<file path="src/hw/rtl/abrss_pkg.sv">
// ----------------------------------------------------------------------------
// abrss_pkg
// Shared types and constants for the ATA byte-range sector splitter.
// ----------------------------------------------------------------------------
package abrss_pkg;

  // fixed field widths of the request and result beats
  localparam int unsigned ADDR_W  = 37;
  localparam int unsigned LEN_W   = 16;
  localparam int unsigned LBA_W   = 28;
  localparam int unsigned DEV_W   = 8;
  localparam int unsigned SOFF_W  = 9;
  localparam int unsigned CNT_W   = 10;
  localparam int unsigned DOFF_W  = 15;

  // width of the span calculation: sector offset plus length
  localparam int unsigned SPAN_W  = 17;

  // base value of the ATA device register: LBA mode, obsolete bits set
  localparam logic [DEV_W-1:0] DEV_SEL_BASE = 8'hE0;

  // request action codes
  localparam logic ACT_READ  = 1'b0;
  localparam logic ACT_WRITE = 1'b1;

  // sequencer states
  typedef enum logic [1:0] {
    ST_IDLE,
    ST_SPLIT,
    ST_ERROR
  } abrss_state_t;

endpackage

</file>
<file path="src/hw/rtl/ata_byte_range_sector_splitter_unit.sv">
// ----------------------------------------------------------------------------
// ata_byte_range_sector_splitter_unit
// Splits one byte-range disk request into per-sector ATA operations.
// ----------------------------------------------------------------------------
// The request is loaded into the working registers; the sequencer then
// registers one result beat per cycle while the output is not stalled. A span
// error gives a single error beat and a zero-length request none. No new
// request is taken until the last piece is cut by the single subtract/compare
// unit, which cuts one sector piece per cycle while the output is not stalled.
// Reset: synchronous, active low; clears the sequencer and the output valid.
module ata_byte_range_sector_splitter_unit
  import abrss_pkg::*;
#(
  parameter int unsigned SECTOR_BYTES     = 512,
  parameter int unsigned MAX_SPAN_SECTORS = 64
) (
  input  logic                clk,
  input  logic                rst_n,
  // request channel
  input  logic                in_valid,
  output logic                in_stall,
  input  logic                in_action,
  input  logic                in_drive,
  input  logic [ADDR_W-1:0]   in_byte_address,
  input  logic [LEN_W-1:0]    in_byte_length,
  // result channel
  output logic                out_valid,
  input  logic                out_stall,
  output logic [LBA_W-1:0]    out_sector_lba,
  output logic [DEV_W-1:0]    out_device_select,
  output logic [SOFF_W-1:0]   out_sector_offset,
  output logic [CNT_W-1:0]    out_byte_count,
  output logic [DOFF_W-1:0]   out_data_offset,
  output logic                out_read_first,
  output logic                out_write_back,
  output logic                out_last,
  output logic                out_span_error
);

  localparam int unsigned SB_W = $clog2(SECTOR_BYTES);
  localparam int unsigned RM_W = SB_W + 1;
  localparam int unsigned DF_W = LEN_W + 1;

  // sequencer and working registers
  abrss_state_t        state_r, state_nxt;
  logic                is_write_r;
  logic                drive_r;
  logic [LBA_W-1:0]    lba_r;
  logic [SB_W-1:0]     off_r;
  logic [LEN_W-1:0]    rem_r;
  logic [DOFF_W-1:0]   doff_r;

  // output register
  logic                out_valid_r;
  logic [LBA_W-1:0]    out_lba_r;
  logic [DEV_W-1:0]    out_dev_r;
  logic [SOFF_W-1:0]   out_soff_r;
  logic [CNT_W-1:0]    out_cnt_r;
  logic [DOFF_W-1:0]   out_doff_r;
  logic                out_rf_r;
  logic                out_wb_r;
  logic                out_last_r;
  logic                out_err_r;

  logic                in_fire;
  logic                out_free;
  logic                step;
  logic [ADDR_W-1:0]   addr_sec;
  logic [SPAN_W-1:0]   span_end;
  logic [SPAN_W-1:0]   span_m1;
  logic                span_bad;
  logic [RM_W-1:0]     room;
  logic [DF_W-1:0]     diff;
  logic                fin;
  logic [RM_W-1:0]     cnt;
  logic                partial;

  assign in_fire  = in_valid && !in_stall;
  assign out_free = !out_valid_r || !out_stall;
  assign in_stall = (state_r != ST_IDLE);

  // request decode: first sector and span check
  assign addr_sec = in_byte_address >> SB_W;
  assign span_end = SPAN_W'(in_byte_address[SB_W-1:0]) + SPAN_W'(in_byte_length)
                    - SPAN_W'(1);
  assign span_m1  = span_end >> SB_W;
  assign span_bad = (span_m1 >= SPAN_W'(MAX_SPAN_SECTORS));

  // shared cut unit: remaining length against room left in the sector
  assign room    = RM_W'(SECTOR_BYTES) - RM_W'(off_r);
  assign diff    = DF_W'(rem_r) - DF_W'(room);
  assign fin     = diff[DF_W-1] || (diff == '0);
  assign cnt     = diff[DF_W-1] ? rem_r[RM_W-1:0] : room;
  assign partial = (cnt != RM_W'(SECTOR_BYTES));

  // sequencer next state
  always_comb begin
    state_nxt = state_r;
    step      = 1'b0;
    case (state_r)
      ST_IDLE: begin
        if (in_fire && (in_byte_length != '0)) begin
          state_nxt = span_bad ? ST_ERROR : ST_SPLIT;
        end
      end
      ST_SPLIT: begin
        if (out_free) begin
          step = 1'b1;
          if (fin) begin
            state_nxt = ST_IDLE;
          end
        end
      end
      ST_ERROR: begin
        if (out_free) begin
          step      = 1'b1;
          state_nxt = ST_IDLE;
        end
      end
      default: begin
        state_nxt = ST_IDLE;
      end
    endcase
  end

  // state register
  always_ff @(posedge clk) begin
    if (!rst_n) begin
      state_r <= ST_IDLE;
    end else begin
      state_r <= state_nxt;
    end
  end

  // working registers: load on request, advance one sector per step
  always_ff @(posedge clk) begin
    if (in_fire) begin
      is_write_r <= (in_action == ACT_WRITE);
      drive_r    <= in_drive;
      lba_r      <= addr_sec[LBA_W-1:0];
      off_r      <= in_byte_address[SB_W-1:0];
      rem_r      <= in_byte_length;
      doff_r     <= '0;
    end else if (step && (state_r == ST_SPLIT)) begin
      lba_r  <= lba_r + LBA_W'(1);
      off_r  <= '0;
      rem_r  <= fin ? '0 : diff[LEN_W-1:0];
      doff_r <= doff_r + DOFF_W'(cnt);
    end
  end

  // output valid
  always_ff @(posedge clk) begin
    if (!rst_n) begin
      out_valid_r <= 1'b0;
    end else if (step) begin
      out_valid_r <= 1'b1;
    end else if (!out_stall) begin
      out_valid_r <= 1'b0;
    end
  end

  // output payload
  always_ff @(posedge clk) begin
    if (step) begin
      if (state_r == ST_ERROR) begin
        out_lba_r  <= '0;
        out_dev_r  <= '0;
        out_soff_r <= '0;
        out_cnt_r  <= '0;
        out_doff_r <= '0;
        out_rf_r   <= 1'b0;
        out_wb_r   <= 1'b0;
        out_last_r <= 1'b1;
        out_err_r  <= 1'b1;
      end else begin
        out_lba_r  <= lba_r;
        out_dev_r  <= DEV_SEL_BASE | {3'b000, drive_r, lba_r[LBA_W-1 -: 4]};
        out_soff_r <= off_r[SOFF_W-1:0];
        out_cnt_r  <= cnt[CNT_W-1:0];
        out_doff_r <= doff_r;
        out_rf_r   <= is_write_r ? partial : 1'b1;
        out_wb_r   <= is_write_r;
        out_last_r <= fin;
        out_err_r  <= 1'b0;
      end
    end
  end

  assign out_valid         = out_valid_r;
  assign out_sector_lba    = out_lba_r;
  assign out_device_select = out_dev_r;
  assign out_sector_offset = out_soff_r;
  assign out_byte_count    = out_cnt_r;
  assign out_data_offset   = out_doff_r;
  assign out_read_first    = out_rf_r;
  assign out_write_back    = out_wb_r;
  assign out_last          = out_last_r;
  assign out_span_error    = out_err_r;

endmodule

</file>
<file path="config.mk">
export PLATFORM = sky130hd
export DESIGN_NAME = ata_byte_range_sector_splitter_unit
export DESIGN_NICKNAME = d
export VERILOG_FILES = /design/src/hw/rtl/abrss_pkg.sv /design/src/hw/rtl/ata_byte_range_sector_splitter_unit.sv
export SDC_FILE = /design/constraint.sdc
export NUM_CORES = 1
export LEC_CHECK = 0
export BUFFER_PORTS_ARGS = -buffer_cell sky130_fd_sc_hd__buf_4
export CORE_MARGIN = 2
export CORE_UTILIZATION = 30
export CTS_CLUSTER_DIAMETER = 60
export DETAILED_ROUTE_END_ITERATION = 8
export HOLD_SLACK_MARGIN = 0.06
export RECOVER_POWER = 100
export REMOVE_ABC_BUFFERS = 1
export SLEW_MARGIN = 5
export SYNTH_ARGS = -nofsm -noshare
export SYNTH_HDL_FRONTEND = slang
export SYNTH_SLANG_ARGS = --single-unit
</file>
<file path="constraint.sdc">
create_clock -name clk -period 17.68 [get_ports clk]
set_clock_uncertainty 0.05 [all_clocks]
set_input_delay 0.884 -clock clk [delete_from_list [all_inputs] [get_ports clk]]
set_output_delay 0.884 -clock clk [all_outputs]
set_load 0.01 [all_outputs]
</file>
==> metrics.md, run 1 <==
| Metric | Value |
|---|---|
| Syn Inst Count | 784 |
| Yosys top cell by area | edfxtp_1 |
| Status | complete, but fails checks |
| Power density cells | 146.4 mW/mm2 |
| Share of layout cells above drive strength 1 | 11.17% |
| H-tree depth | 4 |
| Die Ht | 167.4 um |
| R2r endpoint | rem_r[0]$_DFFE_PP_ |
| Number of synthesized flops with an enable pin | 123 |
| Overflow after GRT | 0 |
| Pin count of the biggest net entering global routing | 79 |
| Max Clk Rate | 0.1256 GHz |
| Detailed Route Iter0 Violations | 400 |
| Leak pwr | 3.713 nW |
| # clock sinks | 141 |
| Share of Yosys cell area claimed by the top area cell type | 46.13% |
| Min cycle time layout | 7.962 ns |
| Main synth FF type | edfxtp_1 |
| Port Buf Inserts | 134 |
| Critical path launch point type | register |
| Core area | 0.02613 mm2 |
| IO Pins | 135 |
| Nets@finish | 1019 |
| Area after DPL | 0.009329 mm2 |
| 1st-pass router iterations | 7 |
| Worst hold path class | reg2reg |
| Synth-to-layout area growth | 19.17% |
| Num CTS Buffers | 17 |
| Via density | 4.696 |
| Antenna diode count | 0 |
| Kind of critical path | reg2reg |
| Total track usage | 13.95% |
| Initial antenna violation count | 0 |
| Final Wtd Congestion | 0.8289 |
| # setup viols final | 0 |
| Max-cap violation count | 4 |
| Number of remaining DRC errors | 12 |
| Worst skew pair latency | 0.43 ns |
| Maximum VDD drop | 0.06718 mV |
| Final WL | 19210 um |
| Row count | 59 |
| Fill cell count | 2730 |
| Total setup buffers inserted after CTS | 0 |
| Setup TNS | 0 ns |
| Worst-path clk slew | 0.06 ns |
| Maximum fanout along the worst path | 69 |
| Worst relative slew slack | -158.1% |
| Syn Area/Cell | 10.21 um2 |
| Routed wl met3 | 780 um |
| CP startpoint | state_r[1]$_SDFFE_PN0P_ |
| Max-slew violation total from the final report | 264 |
| Unrepaired setup endpoints after global routing | false |
| Finished Layout Cells | 1257 |
| Top layer in use | met4 |
| First-pass GRT wire length | 30730 um |
| Placed Instances | 1225 |
| Via count | 5903 |
| Worst-margin pin slew | 3.872 ns |
| Die area | 0.02801 mm2 |
| Hold_buf cts | 0 |
| Number of global-route vias before repair | 5867 |
| Cell variety after synth | 61 |
| CTS tree | done |
| Worst setup endpoint | rem_r[0]$_DFFE_PP_ |
| Critical Path AT | 7.88 ns |
| Critical Path RT | 17.60 ns |
| Finished Cell Area | 0.009543 mm2 |
| Post-synthesis sequential area ratio | 50.63% |
| Met2 WL | 8822 um |
| Post-synth ARST share | 0% |
| Seq cells post-synth | 141 |
| Ranking of synthesized cells by area | edfxtp_1 46%, ha_1 7.7%, nand2_1 4.6%, dfxtp_1 4.5%, nor2b_1 4.1% |
| Hold Fails Final Rpt | 0 |
| Reg2reg path depth | 7 |
| Routed met1 length | 9379 um |
| Final HPWL from detailed placement | 13940 um |
| Setup crit end kind | register |
| CTS Root Cell | clkbuf_16 |
| R2R setup slack | 9.72 ns |
| Final worst-path cycle share | 45.04% |
| YS warnings | 0 |
| Reg2reg start | state_r[1]$_SDFFE_PN0P_ |
| CTS Buffer Depth | 2 |
| DR WL/cell | 15.28 um |
| CTS resizes | 0 |
| Post-synthesis cell area | 0.008008 mm2 |
| Die width | 167.4 um |
| Failing checks | DRC, capacitance limit, slew limit |
| ANT nets after route | 0 |
| Initial Utilization | 30.64% |
[area by class of cell]
type	count	area, um2	area share (%)
Tap cell	335	419.2	4.392
Timing Repair Buffer	140	743.2	7.788
Clock buffer	17	425.4	4.458
Inverter	67	251.5	2.635
Multi-Input combinational cell	542	3522	36.91
Sequential cell	141	4054	42.48
Clock inverter	15	127.6	1.337
[stage by stage]
step / hold WS [ns] / util (%) / power, mW / worst slack (ns)
finish: 0.4231 / 36.52 / 1.397 / 9.718
global route: 0.4601 / 36.52 / 1.493 / 8.730
CTS: 0.4289 / 37.81 / 1.453 / 11.43
detailed placement: 0.4151 / 35.70 / 1.112 / 11.44
global placement: 0.4095 / 35.70 / 1.107 / 11.68
floorplan: 0.3946 / - / 0.9010 / 10.83
[worst min path at each step]
stage | end | start | cells after the start | slack [ns]
global route | doff_r[2]$_SDFFE_PP0P_ | doff_r[2]$_SDFFE_PP0P_ | 2 | 0.46
finish | doff_r[9]$_SDFFE_PP0P_ | doff_r[9]$_SDFFE_PP0P_ | 2 | 0.42
floorplan | doff_r[4]$_SDFFE_PP0P_ | doff_r[4]$_SDFFE_PP0P_ | 2 | 0.39
detailed placement | doff_r[9]$_SDFFE_PP0P_ | doff_r[9]$_SDFFE_PP0P_ | 2 | 0.42
CTS | doff_r[9]$_SDFFE_PP0P_ | doff_r[9]$_SDFFE_PP0P_ | 2 | 0.43
global placement | doff_r[9]$_SDFFE_PP0P_ | doff_r[9]$_SDFFE_PP0P_ | 2 | 0.41
[worst max-delay path, cell delays in order (launching register included)]
cell and delay [ns]:
dfxtp_1 0.36, inv_1 0.07, ha_1 0.30, and2_2 0.14, clkbuf_1 2.70, nand2_1 1.37
nand2_2 0.27, clkbuf_1 2.18
[flip-flops by register name, indices dropped and copies added, names as in the netlist, 3 cells and up]
name and cells:
lba_r 28, out_sector_lba 27, rem_r 16, doff_r 15, out_data_offset 15, out_byte_count 10, off_r 9, out_sector_offset 9
out_device_select 3
[logic make-up after synthesis]
family	share of synthesized area [%]
and+or+nand+nor	18.42
DFF	50.63
AOI/OAI and AO/OA	10.88
buffers and inverters	5.172
xor gates and xnor gates	6.250
adders and majority gates	8.156
muxes	0.5000
[per-layer routing]
layer	GRT usage (%)	vias up
li1	-	2977
met1	18.94	2768
met2	22.84	140
met3	2.505	18
met4	4.083	0
met5	0	-
[cell usage after synthesis (all sizes together), types with 2 or more instances]
master	number
mux2i	4
o21bai	2
clkbuf	18
inv	67
nand2	100
dfxtp	18
xor2	20
buf	16
or4	6
o21ai	44
nand4	5
nor2b	53
and2	10
o2111ai	4
a31oi	3
or2	2
nand3b	3
a211oi	5
fa	2
nand3	23
nor2	55
and3	10
a21oi	36
a21boi	4
ha	49
a21o	10
nor4	6
o22ai	5
edfxtp	123
xnor3	2
nor3	8
xnor2	32
o31ai	10
o21a	2
or3	5
o211ai	2
nand2b	8
[cell usage in the layout (no fill, tap or decap), types with 5 or more instances in the layout]
cell type,instances
edfxtp_1,123
nand2_1,98
clkbuf_1,82
inv_1,67
buf_4,56
nor2_1,54
nor2b_1,53
ha_1,49
o21ai_0,44
a21oi_1,36
xnor2_1,32
nand3_1,23
xor2_1,20
dfxtp_1,18
clkbuf_16,17
a21o_1,10
and3_1,10
o31ai_1,10
nand2b_1,8
and2_1,8
nor3_1,6
nor4_1,6
or4_1,6
or3_1,5
nand4_1,5
a211oi_1,5
inv_6,5
[power breakdown]
group / internal [mW] / switching, mW / total (mW)
logic: 0.180 / 0.303 / 0.483
clock network: 0.184 / 0.154 / 0.338
registers: 0.513 / 0.0636 / 0.577
total: 0.877 / 0.520 / 1.40
Note: power is estimated with default switching activity, not from simulation.
==> run 2: changes to the inputs <==
clock period = 7.3 ns   (was 17.68 ns; I/O delays follow)
==> metrics.md, run 2 (synthesis gave the netlist of run 1 again) <==
| Metric | Value |
|---|---|
| Status | complete, but fails checks (unchanged) |
| Failing checks | DRC, capacitance limit, slew limit (unchanged) |
| Final Wtd Congestion | 0.8295 (was 0.8289) |
| Die width | 167.4 um (unchanged) |
| Worst relative slew slack | -160.9% (was -158.1%) |
| Port Buf Inserts | 134 (unchanged) |
| Comb power frac | 34.3% (was 34.6%) |
| Worst setup margin | 0.9642 ns (was 9.718 ns) |
| Critical path depth | 7 (unchanged) |
| First-pass GRT wire length | 30440 um (was 30730 um) |
| Critical Path AT | 6.33 ns (was 7.88 ns) |
| Worst-margin pin slew | 3.913 ns (was 3.872 ns) |
| Max-slew violation total from the final report | 210 (was 264) |
| Worst path bufs/invs | 3 (unchanged) |
| Crit-path cells | inv_1 > ha_1 > and2_0 > clkbuf_1 > nand2_1 > nand2_2 > buf_4 (was inv_1 > ha_1 > and2_2 > clkbuf_1 > nand2_1 > nand2_2 > clkbuf_1) |
| Register Area | 0.004054 mm2 (unchanged) |
| Worst skew pair latency | 0.42 ns (was 0.43 ns) |
| Row count | 59 (unchanged) |
| Leak pwr | 3.740 nW (was 3.713 nW) |
| Final HPWL from detailed placement | 13820 um (was 13940 um) |
| WHS Path Cells | 2 (unchanged) |
| Nets@finish | 1021 (was 1019) |
| Initial antenna violation count | 0 (unchanged) |
| Internal | 2.159 mW (was 877.4 uW) |
| CTS tree | done (unchanged) |
| Number of global-route vias before repair | 5879 (was 5867) |
| Slowest Stage Delay on Critical Path | 2.73 ns (was 2.70 ns) |
| Hold WS | 0.1447 ns (was 0.4231 ns) |
| Worst hold path class | in2reg (was reg2reg) |
| Kind of critical path | reg2reg (unchanged) |
| Most frequent cells in the layout | 123 x edfxtp_1, 98 x nand2_1, 80 x clkbuf_1 (was 123 x edfxtp_1, 98 x nand2_1, 82 x clkbuf_1) |
| CTS Root Cell | clkbuf_16 (unchanged) |
| Power density cells | 356.9 mW/mm2 (was 146.4 mW/mm2) |
| Synth-to-layout area growth | 19.81% (was 19.17%) |
| Part of the power in registers | 40.7% (was 41.3%) |
| Final worst-path cycle share | 86.79% (was 45.04%) |
| Total track usage | 13.78% (was 13.95%) |
| Max FFs per register | 28 (unchanged) |
| Number of remaining DRC errors | 12 (unchanged) |
| Die Ht | 167.4 um (unchanged) |
| Register with the most flip-flops | lba_r (unchanged) |
| # clock sinks | 141 (unchanged) |
| Antenna diode count | 0 (unchanged) |
| Core area | 0.02613 mm2 (unchanged) |
| Reg2reg path depth | 7 (unchanged) |
| Max Clk Rate | 0.1578 GHz (was 0.1256 GHz) |
| Final core occ | 36.71% (was 36.52%) |
| Crit-path leading delay family | buffers and inverters (unchanged) |
| Most common cell after layout, fill and taps aside | edfxtp_1 (unchanged) |
| Detailed Route Iter0 Violations | 359 (was 400) |
| Overflow after GRT | 0 (unchanged) |
| Max-cap violation count | 3 (was 4) |
| Pin count of the biggest net entering global routing | 79 (unchanged) |
| Worst path slowest cell | clkbuf_1 (unchanged) |
| Setup crit end kind | register (unchanged) |
| Clock network fraction of total power | 25.0% (was 24.2%) |
| Via density | 4.669 (was 4.696) |
| IO Pins | 135 (unchanged) |
| Hold Fails Final Rpt | 0 (unchanged) |
| Critical path launch point type | register (unchanged) |
| Num CTS Buffers | 17 (unchanged) |
| Via count | 5878 (was 5903) |
| Fill cell count | 2724 (was 2730) |
| Final WL | 19170 um (was 19210 um) |
| CTS Buffer Depth | 2 (unchanged) |
| Critical Path RT | 7.30 ns (was 17.60 ns) |
| Setup TNS | 0 ns (unchanged) |
| Share of layout cells above drive strength 1 | 11.26% (was 11.17%) |
| Unrepaired setup endpoints after global routing | false (unchanged) |
| P_sw | 1.266 mW (was 519.7 uW) |
| Area of the multi-input gates | 0.003520 mm2 (was 0.003522 mm2) |
| Post-place setup slack | 1.128 ns (was 11.44 ns) |
| Initial Utilization | 30.64% (unchanged) |
| ANT nets after route | 0 (unchanged) |
| Worst-path clk slew | 0.06 ns (about the same) |
| DR WL/cell | 15.23 um (was 15.28 um) |
| Min cycle time layout | 6.336 ns (was 7.962 ns) |
| Sw Ratio | 36.97% (was 37.20%) |
| H-tree depth | 4 (unchanged) |
| Maximum VDD drop | 0.1555 mV (was 0.06718 mV) |
| Total setup buffers inserted after CTS | 0 (unchanged) |
| Maximum fanout along the worst path | 69 (unchanged) |
| # setup viols final | 0 (unchanged) |
| Die area | 0.02801 mm2 (unchanged) |
| 1st-pass router iterations | 6 (was 7) |
run 2: cell count changes in the layout (fill, tap and decap cells not counted), sizes merged:
cell / change
dlygate4sd3: +2
clkbuf: -2
clkinvlp: -2
inv: -1
buf: +2
bufinv: +1
clkinv: +2
run 2: final timing paths:
kind	from	end	slack, ns
worst min register to register	doff_r[9]$_SDFFE_PP0P_	doff_r[9]$_SDFFE_PP0P_	0.43
worst max-delay path	state_r[0]$_SDFFE_PN0P_	rem_r[4]$_DFFE_PP_	0.96
worst min-delay path	rst_n	out_valid$_SDFFE_PN0P_	0.14
worst max register to register	state_r[0]$_SDFFE_PN0P_	rem_r[4]$_DFFE_PP_	0.96
run 2: power groups by stage:
stage               registers (mW)  logic (mW)  clock network (mW)
finish                        1.39        1.17               0.855
global route                  1.42        1.32               0.910
CTS                           1.38        1.30               0.875
detailed placement            1.40        1.29                   0
global placement              1.40        1.29                   0
floorplan                     1.42       0.757                   0
run 2: cell type report:
type / instances / share of cell area, %
sequential: 141 / 42.25
tap: 335 / 4.369
multi-input combinational: 542 / 36.68
clock inverter: 15 / 1.604
inverter: 67 / 2.621
timing repair buffer: 142 / 8.033
clock buffer: 17 / 4.434
run 2: metal layers:
layer  GRT usage [%]  part of all wire, %
met1           18.41                   49
met2           22.79                   46
met3           3.120                  4.5
met4           3.289                 0.47
met5               0                    0
run 2: metrics by stage:
| stage | power [mW] | instance area (um2) | std cells |
|---|---|---|---|
| global route | 3.648 | 9594 | 1259 |
| global placement | 2.681 | 9329 | 1225 |
| floorplan | 2.182 | 7845 | 750 |
| CTS | 3.559 | 9928 | 1259 |
| detailed placement | 2.691 | 9329 | 1225 |
| finish | 3.424 | 9594 | 1259 |
run 2: repair_timing:
action,4_1_cts,5_1_grt
gates resized for setup,0,0
hold buffers,2,0
endpoints found under the hold margin,2,0
